===== src/hw/rtl/pla_pkg.sv =====
// pla_pkg: shared types, constants and arithmetic helpers for the phong light accumulator
// no dependencies
`default_nettype none

package pla_pkg;

   localparam int unsigned AccWidth  = 20;
   localparam int unsigned ProdWidth = 42;
   localparam int unsigned RndWidth  = 27;

   localparam logic [AccWidth-1:0] ACC_MAX   = 20'hFFFFF;
   localparam logic [15:0]         ONE_Q15   = 16'd32768;
   localparam logic [16:0]         EXP_LIMIT = 17'd100000;

   // configuration register byte addresses
   localparam logic [2:0] REG_SHADOW_FACTOR = 3'd0;

   typedef enum logic [3:0] {
      ST_IDLE,
      ST_AMB,
      ST_NL,
      ST_RL,
      ST_POW,
      ST_SPF,
      ST_SPEC,
      ST_NLF,
      ST_DC,
      ST_DIF,
      ST_DONE
   } pla_state_type;

   // round a non-negative Q.30 product to Q.15
   function automatic logic [RndWidth-1:0] rnd_q15(input logic [ProdWidth-1:0] p);
      logic [ProdWidth:0] s;
      s = {1'b0, p} + (ProdWidth+1)'(16384);
      return s[ProdWidth-1:15];
   endfunction

   // saturating accumulator add
   function automatic logic [AccWidth-1:0] sat_acc(input logic [AccWidth-1:0] a,
                                                   input logic [RndWidth-1:0] b);
      logic [RndWidth:0] s;
      s = {8'b0, a} + {1'b0, b};
      return (s > {8'b0, ACC_MAX}) ? ACC_MAX : s[AccWidth-1:0];
   endfunction

endpackage

`default_nettype wire


===== src/hw/rtl/pla_req_if.sv =====
// pla_req_if: input channel of the phong light accumulator, one light sample per transaction
// no dependencies
`default_nettype none

interface pla_req_if;
   logic        valid;
   logic        ready;
   logic [47:0] surface_normal;
   logic [47:0] light_dir;
   logic [47:0] reflect_dir;
   logic [47:0] light_color;
   logic [47:0] diffuse_color;
   logic [16:0] specular_exponent;
   logic [15:0] light_fraction;
   logic        obscured;
   logic        first_light;

   modport source (output valid, surface_normal, light_dir, reflect_dir, light_color,
                   diffuse_color, specular_exponent, light_fraction, obscured, first_light,
                   input ready);
   modport sink (input valid, surface_normal, light_dir, reflect_dir, light_color,
                 diffuse_color, specular_exponent, light_fraction, obscured, first_light,
                 output ready);
endinterface

`default_nettype wire


===== src/hw/rtl/pla_rsp_if.sv =====
// pla_rsp_if: result channel of the phong light accumulator, nine saturating sums
// no dependencies
`default_nettype none

interface pla_rsp_if;
   logic        valid;
   logic        ready;
   logic [19:0] ambient_red;
   logic [19:0] ambient_green;
   logic [19:0] ambient_blue;
   logic [19:0] diffuse_red;
   logic [19:0] diffuse_green;
   logic [19:0] diffuse_blue;
   logic [19:0] specular_red;
   logic [19:0] specular_green;
   logic [19:0] specular_blue;

   modport source (output valid, ambient_red, ambient_green, ambient_blue, diffuse_red,
                   diffuse_green, diffuse_blue, specular_red, specular_green, specular_blue,
                   input ready);
   modport sink (input valid, ambient_red, ambient_green, ambient_blue, diffuse_red,
                 diffuse_green, diffuse_blue, specular_red, specular_green, specular_blue,
                 output ready);
endinterface

`default_nettype wire


===== src/hw/rtl/phong_light_accumulator.sv =====
// phong_light_accumulator: top level, sequencer around one shared 21x21 signed multiplier
// depends on pla_pkg, pla_req_if, pla_rsp_if
`default_nettype none

// One light sample is taken per req transaction and folded into three saturating
// RGB sums (ambient, diffuse, specular); each sample yields one rsp transaction with
// all nine sums after the update. first_light clears the sums before the sample adds.
// All products go through a single shared multiplier, and every multiply has two phases
// (issue, then round and use); an obscured light finishes soonest, while a large
// specular exponent costs two multiplies per exponent bit in the square-and-multiply
// loop. The power loop stops at the exponent's top set bit,
// so small exponents finish much sooner. req.ready is high only while the sequencer is
// idle; a finished result sits in its own output register, so the next sample can be
// accepted while the previous result waits. shadow_factor is written through the APB
// port at byte address 0 and must only change while the block is idle.
module phong_light_accumulator
   import pla_pkg::*;
(
   input  wire         clock,
   input  wire         reset,
   pla_req_if.sink     req,
   pla_rsp_if.source   rsp,
   input  wire         psel,
   input  wire         penable,
   input  wire         pwrite,
   input  wire  [2:0]  paddr,
   input  wire  [31:0] pwdata,
   output logic [31:0] prdata,
   output logic        pready
);

   // sequencer state
   pla_state_type state_ff, state_in;
   logic          phase_ff, phase_in;   // 0 = issue multiply, 1 = use product
   logic [1:0]    idx_ff, idx_in;       // color channel or vector component
   logic          sq_ff, sq_in;         // power loop: 0 = multiply result, 1 = square
   logic          load_out;

   // captured transaction
   logic [47:0] nrm_ff, ldr_ff, rdr_ff, lcol_ff, dcol_ff;
   logic [16:0] exp_ff;
   logic [15:0] frac_ff;
   logic        obs_ff;

   // configuration
   logic [15:0] sf_ff;

   // accumulators and result register
   logic [AccWidth-1:0] amb_ff [3];
   logic [AccWidth-1:0] dif_ff [3];
   logic [AccWidth-1:0] spc_ff [3];
   logic [AccWidth-1:0] oamb_ff [3];
   logic [AccWidth-1:0] odif_ff [3];
   logic [AccWidth-1:0] ospc_ff [3];
   logic                rsp_valid_ff;

   // working registers
   logic signed [ProdWidth-1:0] prod_ff;
   logic signed [33:0]          dot_ff;
   logic [18:0]                 nl_ff;
   logic [15:0]                 base_ff;
   logic [15:0]                 pow_ff;
   logic [19:0]                 fac_ff;
   logic [16:0]                 dc_ff;

   // shared multiplier operands
   logic signed [20:0] mul_a, mul_b;
   logic [15:0]        n_c, l_c, r_c, lc_c, dc_c;
   logic [RndWidth-1:0] rnd;
   logic signed [33:0] dot_sum;
   logic signed [33:0] t_val;
   logic [19:0]        t_q;
   logic [15:0]        base_val;
   logic               req_fire;
   logic               csr_wr;

   assign req_fire = req.valid && req.ready;
   assign req.ready = (state_ff == ST_IDLE);

   // component selects for the current channel
   assign n_c  = nrm_ff[{idx_ff, 4'b0} +: 16];
   assign l_c  = ldr_ff[{idx_ff, 4'b0} +: 16];
   assign r_c  = rdr_ff[{idx_ff, 4'b0} +: 16];
   assign lc_c = lcol_ff[{idx_ff, 4'b0} +: 16];
   assign dc_c = dcol_ff[{idx_ff, 4'b0} +: 16];

   // operand selection for the shared multiplier
   always_comb begin
      mul_a = '0;
      mul_b = '0;
      unique case (state_ff)
         ST_AMB: begin
            mul_a = {5'b0, dc_c};
            mul_b = {5'b0, sf_ff};
         end
         ST_NL: begin
            mul_a = {{5{n_c[15]}}, n_c};
            mul_b = {{5{l_c[15]}}, l_c};
         end
         ST_RL: begin
            mul_a = {{5{r_c[15]}}, r_c};
            mul_b = {{5{l_c[15]}}, l_c};
         end
         ST_POW: begin
            mul_a = sq_ff ? {5'b0, base_ff} : {5'b0, pow_ff};
            mul_b = {5'b0, base_ff};
         end
         ST_SPF: begin
            mul_a = {5'b0, pow_ff};
            mul_b = {5'b0, frac_ff};
         end
         ST_SPEC: begin
            mul_a = {5'b0, lc_c};
            mul_b = {1'b0, fac_ff};
         end
         ST_NLF: begin
            mul_a = {2'b0, nl_ff};
            mul_b = {5'b0, frac_ff};
         end
         ST_DC: begin
            mul_a = {5'b0, dc_c};
            mul_b = {5'b0, lc_c};
         end
         ST_DIF: begin
            mul_a = {4'b0, dc_ff};
            mul_b = {1'b0, fac_ff};
         end
         ST_IDLE, ST_DONE: begin
            mul_a = '0;
            mul_b = '0;
         end
         default: begin
            mul_a = '0;
            mul_b = '0;
         end
      endcase
   end

   // product post-processing
   assign rnd     = rnd_q15(ProdWidth'(prod_ff));
   assign dot_sum = ((idx_ff == 2'd0) ? 34'sd0 : dot_ff) + $signed(prod_ff[33:0]);
   assign t_val   = dot_sum + 34'sd268435456;
   assign t_q     = t_val[33:14];
   always_comb begin
      if (t_val <= 34'sd0) begin
         base_val = '0;
      end else if (t_q > {4'b0, ONE_Q15}) begin
         base_val = ONE_Q15;
      end else begin
         base_val = t_q[15:0];
      end
   end

   // sequencer: next state and control
   always_comb begin
      state_in = state_ff;
      phase_in = phase_ff;
      idx_in   = idx_ff;
      sq_in    = sq_ff;
      load_out = 1'b0;
      unique case (state_ff)
         ST_IDLE: begin
            phase_in = 1'b0;
            idx_in   = 2'd0;
            if (req_fire) begin
               state_in = ST_AMB;
            end
         end
         ST_DONE: begin
            phase_in = 1'b0;
            if (!rsp_valid_ff || rsp.ready) begin
               load_out = 1'b1;
               state_in = ST_IDLE;
            end
         end
         default: begin
            phase_in = ~phase_ff;
            if (phase_ff) begin
               priority case (state_ff)
                  ST_AMB: begin
                     if (idx_ff != 2'd2) begin
                        idx_in = idx_ff + 2'd1;
                     end else begin
                        idx_in   = 2'd0;
                        state_in = obs_ff ? ST_DONE : ST_NL;
                     end
                  end
                  ST_NL: begin
                     if (idx_ff != 2'd2) begin
                        idx_in = idx_ff + 2'd1;
                     end else begin
                        idx_in = 2'd0;
                        priority if (dot_sum < 34'sd0) begin
                           state_in = ST_DONE;
                        end else if (exp_ff >= EXP_LIMIT) begin
                           state_in = ST_NLF;
                        end else begin
                           state_in = ST_RL;
                        end
                     end
                  end
                  ST_RL: begin
                     if (idx_ff != 2'd2) begin
                        idx_in = idx_ff + 2'd1;
                     end else begin
                        idx_in   = 2'd0;
                        sq_in    = 1'b0;
                        state_in = (exp_ff == '0) ? ST_SPF : ST_POW;
                     end
                  end
                  ST_POW: begin
                     sq_in = ~sq_ff;
                     if (sq_ff && exp_ff[16:1] == '0) begin
                        state_in = ST_SPF;
                     end
                  end
                  ST_SPF: begin
                     idx_in   = 2'd0;
                     state_in = ST_SPEC;
                  end
                  ST_SPEC: begin
                     if (idx_ff != 2'd2) begin
                        idx_in = idx_ff + 2'd1;
                     end else begin
                        idx_in   = 2'd0;
                        state_in = ST_NLF;
                     end
                  end
                  ST_NLF: begin
                     idx_in   = 2'd0;
                     state_in = (rnd > {11'b0, sf_ff}) ? ST_DC : ST_DONE;
                  end
                  ST_DC: begin
                     state_in = ST_DIF;
                  end
                  ST_DIF: begin
                     if (idx_ff != 2'd2) begin
                        idx_in   = idx_ff + 2'd1;
                        state_in = ST_DC;
                     end else begin
                        idx_in   = 2'd0;
                        state_in = ST_DONE;
                     end
                  end
                  default: begin
                     state_in = ST_IDLE;
                  end
               endcase
            end
         end
      endcase
   end

   always_ff @(posedge clock) begin
      if (reset) begin
         state_ff <= ST_IDLE;
         phase_ff <= 1'b0;
         idx_ff   <= 2'd0;
         sq_ff    <= 1'b0;
      end else begin
         state_ff <= state_in;
         phase_ff <= phase_in;
         idx_ff   <= idx_in;
         sq_ff    <= sq_in;
      end
   end

   // shared multiplier, product always registered
   always_ff @(posedge clock) begin
      prod_ff <= mul_a * mul_b;
   end

   // capture of the incoming transaction and working datapath
   always_ff @(posedge clock) begin
      if (req_fire) begin
         nrm_ff  <= req.surface_normal;
         ldr_ff  <= req.light_dir;
         rdr_ff  <= req.reflect_dir;
         lcol_ff <= req.light_color;
         dcol_ff <= req.diffuse_color;
         exp_ff  <= req.specular_exponent;
         frac_ff <= req.light_fraction;
         obs_ff  <= req.obscured;
      end
      if (phase_ff) begin
         unique case (state_ff)
            ST_NL: begin
               dot_ff <= dot_sum;
               nl_ff  <= dot_sum[31:13];
            end
            ST_RL: begin
               dot_ff  <= dot_sum;
               base_ff <= base_val;
               pow_ff  <= ONE_Q15;
            end
            ST_POW: begin
               if (sq_ff) begin
                  base_ff <= rnd[15:0];
                  exp_ff  <= {1'b0, exp_ff[16:1]};
               end else if (exp_ff[0]) begin
                  pow_ff <= rnd[15:0];
               end
            end
            ST_SPF: begin
               fac_ff <= rnd[19:0];
            end
            ST_NLF: begin
               fac_ff <= rnd[19:0] - {4'b0, sf_ff};
            end
            ST_DC: begin
               dc_ff <= rnd[16:0];
            end
            ST_IDLE, ST_AMB, ST_SPEC, ST_DIF, ST_DONE: begin
            end
            default: begin
            end
         endcase
      end
   end

   // accumulators: first_light clears at accept, each term adds on its use cycle
   always_ff @(posedge clock) begin
      if (reset) begin
         for (int i = 0; i < 3; i++) begin
            amb_ff[i] <= '0;
            dif_ff[i] <= '0;
            spc_ff[i] <= '0;
         end
      end else if (req_fire && req.first_light) begin
         for (int i = 0; i < 3; i++) begin
            amb_ff[i] <= '0;
            dif_ff[i] <= '0;
            spc_ff[i] <= '0;
         end
      end else if (phase_ff) begin
         if (state_ff == ST_AMB) begin
            amb_ff[idx_ff] <= sat_acc(amb_ff[idx_ff], rnd);
         end
         if (state_ff == ST_SPEC) begin
            spc_ff[idx_ff] <= sat_acc(spc_ff[idx_ff], rnd);
         end
         if (state_ff == ST_DIF) begin
            dif_ff[idx_ff] <= sat_acc(dif_ff[idx_ff], rnd);
         end
      end
   end

   // result register, decoupled from the accumulators
   always_ff @(posedge clock) begin
      if (load_out) begin
         for (int i = 0; i < 3; i++) begin
            oamb_ff[i] <= amb_ff[i];
            odif_ff[i] <= dif_ff[i];
            ospc_ff[i] <= spc_ff[i];
         end
      end
   end

   always_ff @(posedge clock) begin
      if (reset) begin
         rsp_valid_ff <= 1'b0;
      end else if (load_out) begin
         rsp_valid_ff <= 1'b1;
      end else if (rsp.ready) begin
         rsp_valid_ff <= 1'b0;
      end
   end

   assign rsp.valid          = rsp_valid_ff;
   assign rsp.ambient_red    = oamb_ff[0];
   assign rsp.ambient_green  = oamb_ff[1];
   assign rsp.ambient_blue   = oamb_ff[2];
   assign rsp.diffuse_red    = odif_ff[0];
   assign rsp.diffuse_green  = odif_ff[1];
   assign rsp.diffuse_blue   = odif_ff[2];
   assign rsp.specular_red   = ospc_ff[0];
   assign rsp.specular_green = ospc_ff[1];
   assign rsp.specular_blue  = ospc_ff[2];

   // apb configuration port, single shadow_factor register
   assign pready = 1'b1;
   assign csr_wr = psel && penable && pwrite;

   always_ff @(posedge clock) begin
      if (reset) begin
         sf_ff <= '0;
      end else if (csr_wr && paddr == REG_SHADOW_FACTOR) begin
         sf_ff <= pwdata[15:0];
      end
   end

   assign prdata = (paddr == REG_SHADOW_FACTOR) ? {16'b0, sf_ff} : 32'b0;

`ifndef SYNTHESIS
   // a transaction is accepted only by an idle sequencer, never two in a row
   a_one_at_a_time: assert property (@(posedge clock) disable iff (reset)
      req_fire |=> !req.ready)
      else $error("accepted two transactions back to back");

   // power operands stay within 1.0 during the power loop
   a_pow_range: assert property (@(posedge clock) disable iff (reset)
      state_ff == ST_POW |-> (base_ff <= ONE_Q15) && (pow_ff <= ONE_Q15))
      else $error("power operand above 1.0");

   // a result is only published from the done state
   a_load_done: assert property (@(posedge clock) disable iff (reset)
      $rose(rsp_valid_ff) |-> $past(state_ff) == ST_DONE)
      else $error("result published outside done state");
`endif

endmodule

`default_nettype wire

===== src/flat_wrapper.sv =====
// flat-port wrapper written by rule: the top's interface ports become plain ports
module phong_light_accumulator_flat import pla_pkg::*;
  (clock, reset, psel, penable, pwrite, paddr, pwdata, prdata, pready, req_valid, req_surface_normal, req_light_dir, req_reflect_dir, req_light_color, req_diffuse_color, req_specular_exponent, req_light_fraction, req_obscured, req_first_light, req_ready, rsp_valid, rsp_ambient_red, rsp_ambient_green, rsp_ambient_blue, rsp_diffuse_red, rsp_diffuse_green, rsp_diffuse_blue, rsp_specular_red, rsp_specular_green, rsp_specular_blue, rsp_ready);
  pla_req_if req_i ();
  pla_rsp_if rsp_i ();
  input  wire clock;
  input  wire reset;
  input  wire psel;
  input  wire penable;
  input  wire pwrite;
  input  wire  [2:0] paddr;
  input  wire  [31:0] pwdata;
  output logic [31:0] prdata;
  output logic pready;
  input wire logic [$bits(req_i.valid)-1:0] req_valid;
  input wire logic [$bits(req_i.surface_normal)-1:0] req_surface_normal;
  input wire logic [$bits(req_i.light_dir)-1:0] req_light_dir;
  input wire logic [$bits(req_i.reflect_dir)-1:0] req_reflect_dir;
  input wire logic [$bits(req_i.light_color)-1:0] req_light_color;
  input wire logic [$bits(req_i.diffuse_color)-1:0] req_diffuse_color;
  input wire logic [$bits(req_i.specular_exponent)-1:0] req_specular_exponent;
  input wire logic [$bits(req_i.light_fraction)-1:0] req_light_fraction;
  input wire logic [$bits(req_i.obscured)-1:0] req_obscured;
  input wire logic [$bits(req_i.first_light)-1:0] req_first_light;
  output wire logic [$bits(req_i.ready)-1:0] req_ready;
  output wire logic [$bits(rsp_i.valid)-1:0] rsp_valid;
  output wire logic [$bits(rsp_i.ambient_red)-1:0] rsp_ambient_red;
  output wire logic [$bits(rsp_i.ambient_green)-1:0] rsp_ambient_green;
  output wire logic [$bits(rsp_i.ambient_blue)-1:0] rsp_ambient_blue;
  output wire logic [$bits(rsp_i.diffuse_red)-1:0] rsp_diffuse_red;
  output wire logic [$bits(rsp_i.diffuse_green)-1:0] rsp_diffuse_green;
  output wire logic [$bits(rsp_i.diffuse_blue)-1:0] rsp_diffuse_blue;
  output wire logic [$bits(rsp_i.specular_red)-1:0] rsp_specular_red;
  output wire logic [$bits(rsp_i.specular_green)-1:0] rsp_specular_green;
  output wire logic [$bits(rsp_i.specular_blue)-1:0] rsp_specular_blue;
  input wire logic [$bits(rsp_i.ready)-1:0] rsp_ready;
  assign req_i.valid = req_valid;
  assign req_i.surface_normal = req_surface_normal;
  assign req_i.light_dir = req_light_dir;
  assign req_i.reflect_dir = req_reflect_dir;
  assign req_i.light_color = req_light_color;
  assign req_i.diffuse_color = req_diffuse_color;
  assign req_i.specular_exponent = req_specular_exponent;
  assign req_i.light_fraction = req_light_fraction;
  assign req_i.obscured = req_obscured;
  assign req_i.first_light = req_first_light;
  assign req_ready = req_i.ready;
  assign rsp_valid = rsp_i.valid;
  assign rsp_ambient_red = rsp_i.ambient_red;
  assign rsp_ambient_green = rsp_i.ambient_green;
  assign rsp_ambient_blue = rsp_i.ambient_blue;
  assign rsp_diffuse_red = rsp_i.diffuse_red;
  assign rsp_diffuse_green = rsp_i.diffuse_green;
  assign rsp_diffuse_blue = rsp_i.diffuse_blue;
  assign rsp_specular_red = rsp_i.specular_red;
  assign rsp_specular_green = rsp_i.specular_green;
  assign rsp_specular_blue = rsp_i.specular_blue;
  assign rsp_i.ready = rsp_ready;
  phong_light_accumulator u_core (.clock(clock), .reset(reset), .req(req_i), .rsp(rsp_i), .psel(psel), .penable(penable), .pwrite(pwrite), .paddr(paddr), .pwdata(pwdata), .prdata(prdata), .pready(pready));
endmodule

===== config.mk =====
export PLATFORM = sky130hd
export DESIGN_NAME = phong_light_accumulator_flat
export DESIGN_NICKNAME = d
export VERILOG_FILES = /design/src/hw/rtl/pla_pkg.sv /design/src/hw/rtl/pla_req_if.sv /design/src/hw/rtl/pla_rsp_if.sv /design/src/hw/rtl/phong_light_accumulator.sv /design/src/flat_wrapper.sv
export SDC_FILE = /design/constraint.sdc
export NUM_CORES = 2
export LEC_CHECK = 0
export ABC_AREA = 1
export BUFFER_PORTS_ARGS = -buffer_cell sky130_fd_sc_hd__buf_2
export CAP_MARGIN = 20
export CORE_MARGIN = 3
export CORE_UTILIZATION = 60
export DETAILED_ROUTE_END_ITERATION = 16
export PLACE_DENSITY = 0.86
export SYNTH_ARGS = -nofsm -noshare
export SYNTH_HDL_FRONTEND = slang
export SYNTH_SLANG_ARGS = --single-unit

===== constraint.sdc =====
create_clock -name clock -period 12.4 [get_ports clock]
set_input_delay 0.62 -clock clock [delete_from_list [all_inputs] [get_ports clock]]
set_output_delay 0.62 -clock clock [all_outputs]
set_load 0.02 [all_outputs]

==> out/results.md <==
| Step | Parameter | Reported |
|:---|:---|:---|
| routing | Violation count after the first detailed-routing iteration | 5443 |
| cts | Hold-fix buffers at CTS | 0 |
| placed design | Final HPWL DP | 136 mm |
| global routing | Maximum number of pins on one net before global-route repair | 165 |
| finish | Most common cell after layout, fill and taps aside | sky130_fd_sc_hd__nand2_1 |
| sta | Clock skew after layout | 50.7 ps |
| logic synthesis | Post-synth EDFFs | 799 |
| placed design | Dpl ws | 2300 ps |
| placed design | Placer's final routability congestion estimate | 0.975 |
| critical path | Cell at the slowest stage of the critical path | sky130_fd_sc_hd__nor2_1 |
| power and ir drop | PnR Total Power | 12.7 mW |
| critical path | Arrival time at the worst endpoint | 10980 ps |
| finish | Fraction of final layout cells with drive strength greater than 1 | 12.8% |
| cts | H-tree Lvls | 3 |
| run | Number of max-capacitance violations reported | 0 |
| routing | Post-DR wirelength/cell | 22.2 um |
| sta | Post-route worst setup slack | 2030 ps |
| min path | Class of the tightest hold or removal check | input port to register |
| global routing | Vias in the first global route | 47600 |
| sta | Setup repair after global routing missed its margin | no |
| logic synthesis | Share of synthesized flip-flops with an asynchronous set or reset | 0% |
| routing | Number of antenna-violating nets in the routed design | 0 |
| cts | Maximum count of clock buffers along a single path | 3 |
| power and ir drop | Sw Share | 43.6% |
| global routing | Wire length of the first global-routing pass | 275 mm |
| floorplanning | Die outline area | 0.103 mm^2 |
| sta | Shortest clock period the worst path allows after layout | 10370 ps |
| finish | Area taken by multi-input logic gates | 0.0283 mm^2 |
| critical path | CP required | 13000 ps |
| sta | Transition time of the tightest slew-check pin | 1220 ps |
| finish | Final-layout fill cell count | 7136 |
| finish | Layout overhead on the synthesized area | 11.6% |
| cts | Post-cts sizing count | 0 |
| sta | Hold_ws | 122 ps |
| logic synthesis | FF+latch count, synth | 885 |
| sta | Setup violations, final | 0 |
| finish | End-of-flow core utilization | 68.1% |
| logic synthesis | Cell count after synthesis | 6283 |
| cts | Clock buffers created by TritonCTS | 86 |
| critical path | Biggest cell delay along the critical path | 940 ps |
| power and ir drop | Worst voltage drop across the vdd grid | 0.226 mV |
| floorplanning | Initial core utilization | 61.0% |
| sta | Achievable Freq | 96.4 MHz |
| global routing | Grt ovf | 0 |
| finish | Sequential Area | 0.0257 mm^2 |
| routing | Count of unresolved DRC violations after routing | 0 |
| routing | Pre-antenna DRT Iters | 9 |
| routing | Count of vias placed by the detailed router | 47400 |
| power and ir drop | Share of total power in the clock network | 21.0% |
| sta | Slew headroom | 18.3% |
| floorplanning | Std-Cell Rows | 114 |
| floorplanning | Core ar. | 0.0974 mm^2 |
| power and ir drop | Cell Pwr Density | 192 mW/mm^2 |
| critical path | Largest fanout on the critical path | 21 |
| critical path | CP Launch Type | register |
| global routing | Antenna violations before repair | 15 |
| sta | Final Hold Fails | 0 |
| logic synthesis | Leading register cell type out of synthesis | sky130_fd_sc_hd__edfxtp_1 |
| logic synthesis | Cell Area, Synth | 0.0594 mm^2 |
| critical path | Endpoint type of the worst setup path | register |
| floorplanning | Height of the die | 321 um |
| finish | Number of nets in the layout | 7756 |
| critical path | Depth of the most critical reg-to-reg path | 32 |
| cts | Clock tree from TritonCTS | done |
| routing | Total wirelength of the detailed-routed design | 181 mm |
| cts | Clock slew seen by the registers of the worst setup and hold paths | 60 ps |
| critical path | Kind of critical path | register to register |
| power and ir drop | P_leak | 31.2 nW |
| cts | Root Buffer Master | sky130_fd_sc_hd__clkbuf_16 |
| cts | Clock insertion delay at the later pin of the skew report | 680 ps |
| cts | Setup repair bufs after CTS | 0 |
| sta | Final TNS setup | 0 ps |
| power and ir drop | Internal power | 7.19 mW |
| global routing | Gr usage total | 35.2% |
| min path | Cell count of the worst hold path | 1 |
| power and ir drop | Sw power | 5.55 mW |
| sta | Number of max-slew violations in the final report | 0 |
| power and ir drop | Combinational cell fraction of total power | 46.3% |
| logic synthesis | Mean area per synthesized cell | 9.46 um^2 |
| power and ir drop | Relative contribution of sequential cells to total power | 32.7% |
| finish | Commonest cells after routing, fill and taps aside | sky130_fd_sc_hd__nand2_1 (1354), sky130_fd_sc_hd__inv_1 (1220), sky130_fd_sc_hd__edfxtp_1 (799) |
| outcome | Outcome | completed |
| floorplanning | Floorplan die width | 321 um |
| placed design | Count of buffers inserted at the top-level ports | 498 |
| sta | Share of the cycle needed by the critical path after routing | 83.7% |
| logic synthesis | Library cells used by synthesis | 65 |
| logic synthesis | Sequential-to-total area share from yosys stat | 43.3% |
| floorplanning | Number of ports placed on the die boundary | 532 |
| logic synthesis | Yosys warns | 0 |
| routing | Vias per cell | 5.83 |
| cts | TritonCTS sink count | 885 |
through the flow:
| stage | instance area [um^2] | instances |
|---|---|---|
| 2_1_floorplan | 59500 | 6298 |
| 3_3_place_gp | 63400 | 7949 |
| 3_5_place_dp | 63400 | 7950 |
| 4_1_cts | 66200 | 8111 |
| 5_1_grt | 66300 | 8126 |
| 6_report | 66300 | 8128 |
power by group through the flow:
stage,clock (mW),sequential (mW),combinational [mW]
floorplan,0,4.25,4.01
global placement,0,4.18,5.58
detailed placement,0,4.21,5.74
CTS,2.68,4.15,5.79
global route,2.81,4.20,6.45
finish,2.68,4.17,5.90
metal layers:
layer  up-vias  GRT usage (%)  routed length, um
li1      21100              -                  -
met1     22500           43.2              63300
met2      3160           58.0              85300
met3       618           8.64              21000
met4         4           18.5              11100
met5         -              0                 81
layout make-up:
class	count	share of cell area (%)
Tap cell	1276	2.41
Inverter	1244	7.06
Sequential cell	885	38.8
Multi-Input combinational cell	3967	42.6
Clock inverter	53	0.830
Clock buffer	108	3.47
Antenna cell	14	0.0528
Timing Repair Buffer	581	4.76
state kept, by name (all words and copies together), names as in the netlist, 16 cells and up, named ones only:
name            cells
u_core.ospc_ff     60
u_core.ldr_ff      48
u_core.prod_ff     42
u_core.lcol_ff     48
u_core.dc_ff       17
u_core.sf_ff       16
u_core.dif_ff      80
u_core.nl_ff       19
u_core.exp_ff      17
u_core.oamb_ff     60
u_core.rdr_ff      48
u_core.amb_ff      80
u_core.dcol_ff     48
u_core.odif_ff     60
u_core.frac_ff     16
u_core.fac_ff      20
u_core.dot_ff      34
u_core.base_ff     16
u_core.pow_ff      16
u_core.nrm_ff      48
u_core.spc_ff      80
cells by family after synthesis:
logic type	count (synthesis)	synth area share [%]
and+or+nand+nor	2421	18.0
DFF	885	43.3
xor gates and xnor gates	139	2.05
buffers and inverters	1446	9.54
AOI/OAI and AO/OA	716	7.25
adders and majority gates	674	19.9
other	2	0.0126
critical path: cells and delay by family, from the launching register on:
kind	cells	cell delay [ps]
xor+xnor	1	160
fa+ha+maj	8	3810
simple gates	13	3560
buf+inv	7	1140
flops	1	930
compound gates	3	680
cell usage after synthesis, types with 34 or more instances:
library cell | n | area, um^2
sky130_fd_sc_hd__a21oi_1 | 176 | 881
sky130_fd_sc_hd__a22oi_1 | 50 | 375
sky130_fd_sc_hd__buf_2 | 34 | 170
sky130_fd_sc_hd__clkbuf_1 | 112 | 420
sky130_fd_sc_hd__dfxtp_1 | 86 | 1720
sky130_fd_sc_hd__edfxtp_1 | 799 | 24000
sky130_fd_sc_hd__fa_1 | 451 | 9030
sky130_fd_sc_hd__ha_1 | 223 | 2790
sky130_fd_sc_hd__inv_1 | 1222 | 4590
sky130_fd_sc_hd__nand2_1 | 1354 | 5080
sky130_fd_sc_hd__nand3_1 | 199 | 996
sky130_fd_sc_hd__nand3_4 | 60 | 1050
sky130_fd_sc_hd__nand4_1 | 56 | 350
sky130_fd_sc_hd__nor2_1 | 639 | 2400
sky130_fd_sc_hd__o21ai_0 | 259 | 1300
sky130_fd_sc_hd__o22ai_1 | 64 | 400
sky130_fd_sc_hd__xnor2_1 | 51 | 447
sky130_fd_sc_hd__xor2_1 | 88 | 771
final timing paths:
check | startpoint | end | slack [ps]
max | u_core.state_ff[0] | u_core.prod_ff[38] | 2030
min | req_light_color[46] | u_core.lcol_ff[46] | 120
max reg2reg | u_core.state_ff[0] | u_core.prod_ff[38] | 2030
min reg2reg | u_core.dif_ff[0][16] | u_core.odif_ff[0][16] | 430
No activity file was read; power rests on OpenSTA's default activity.
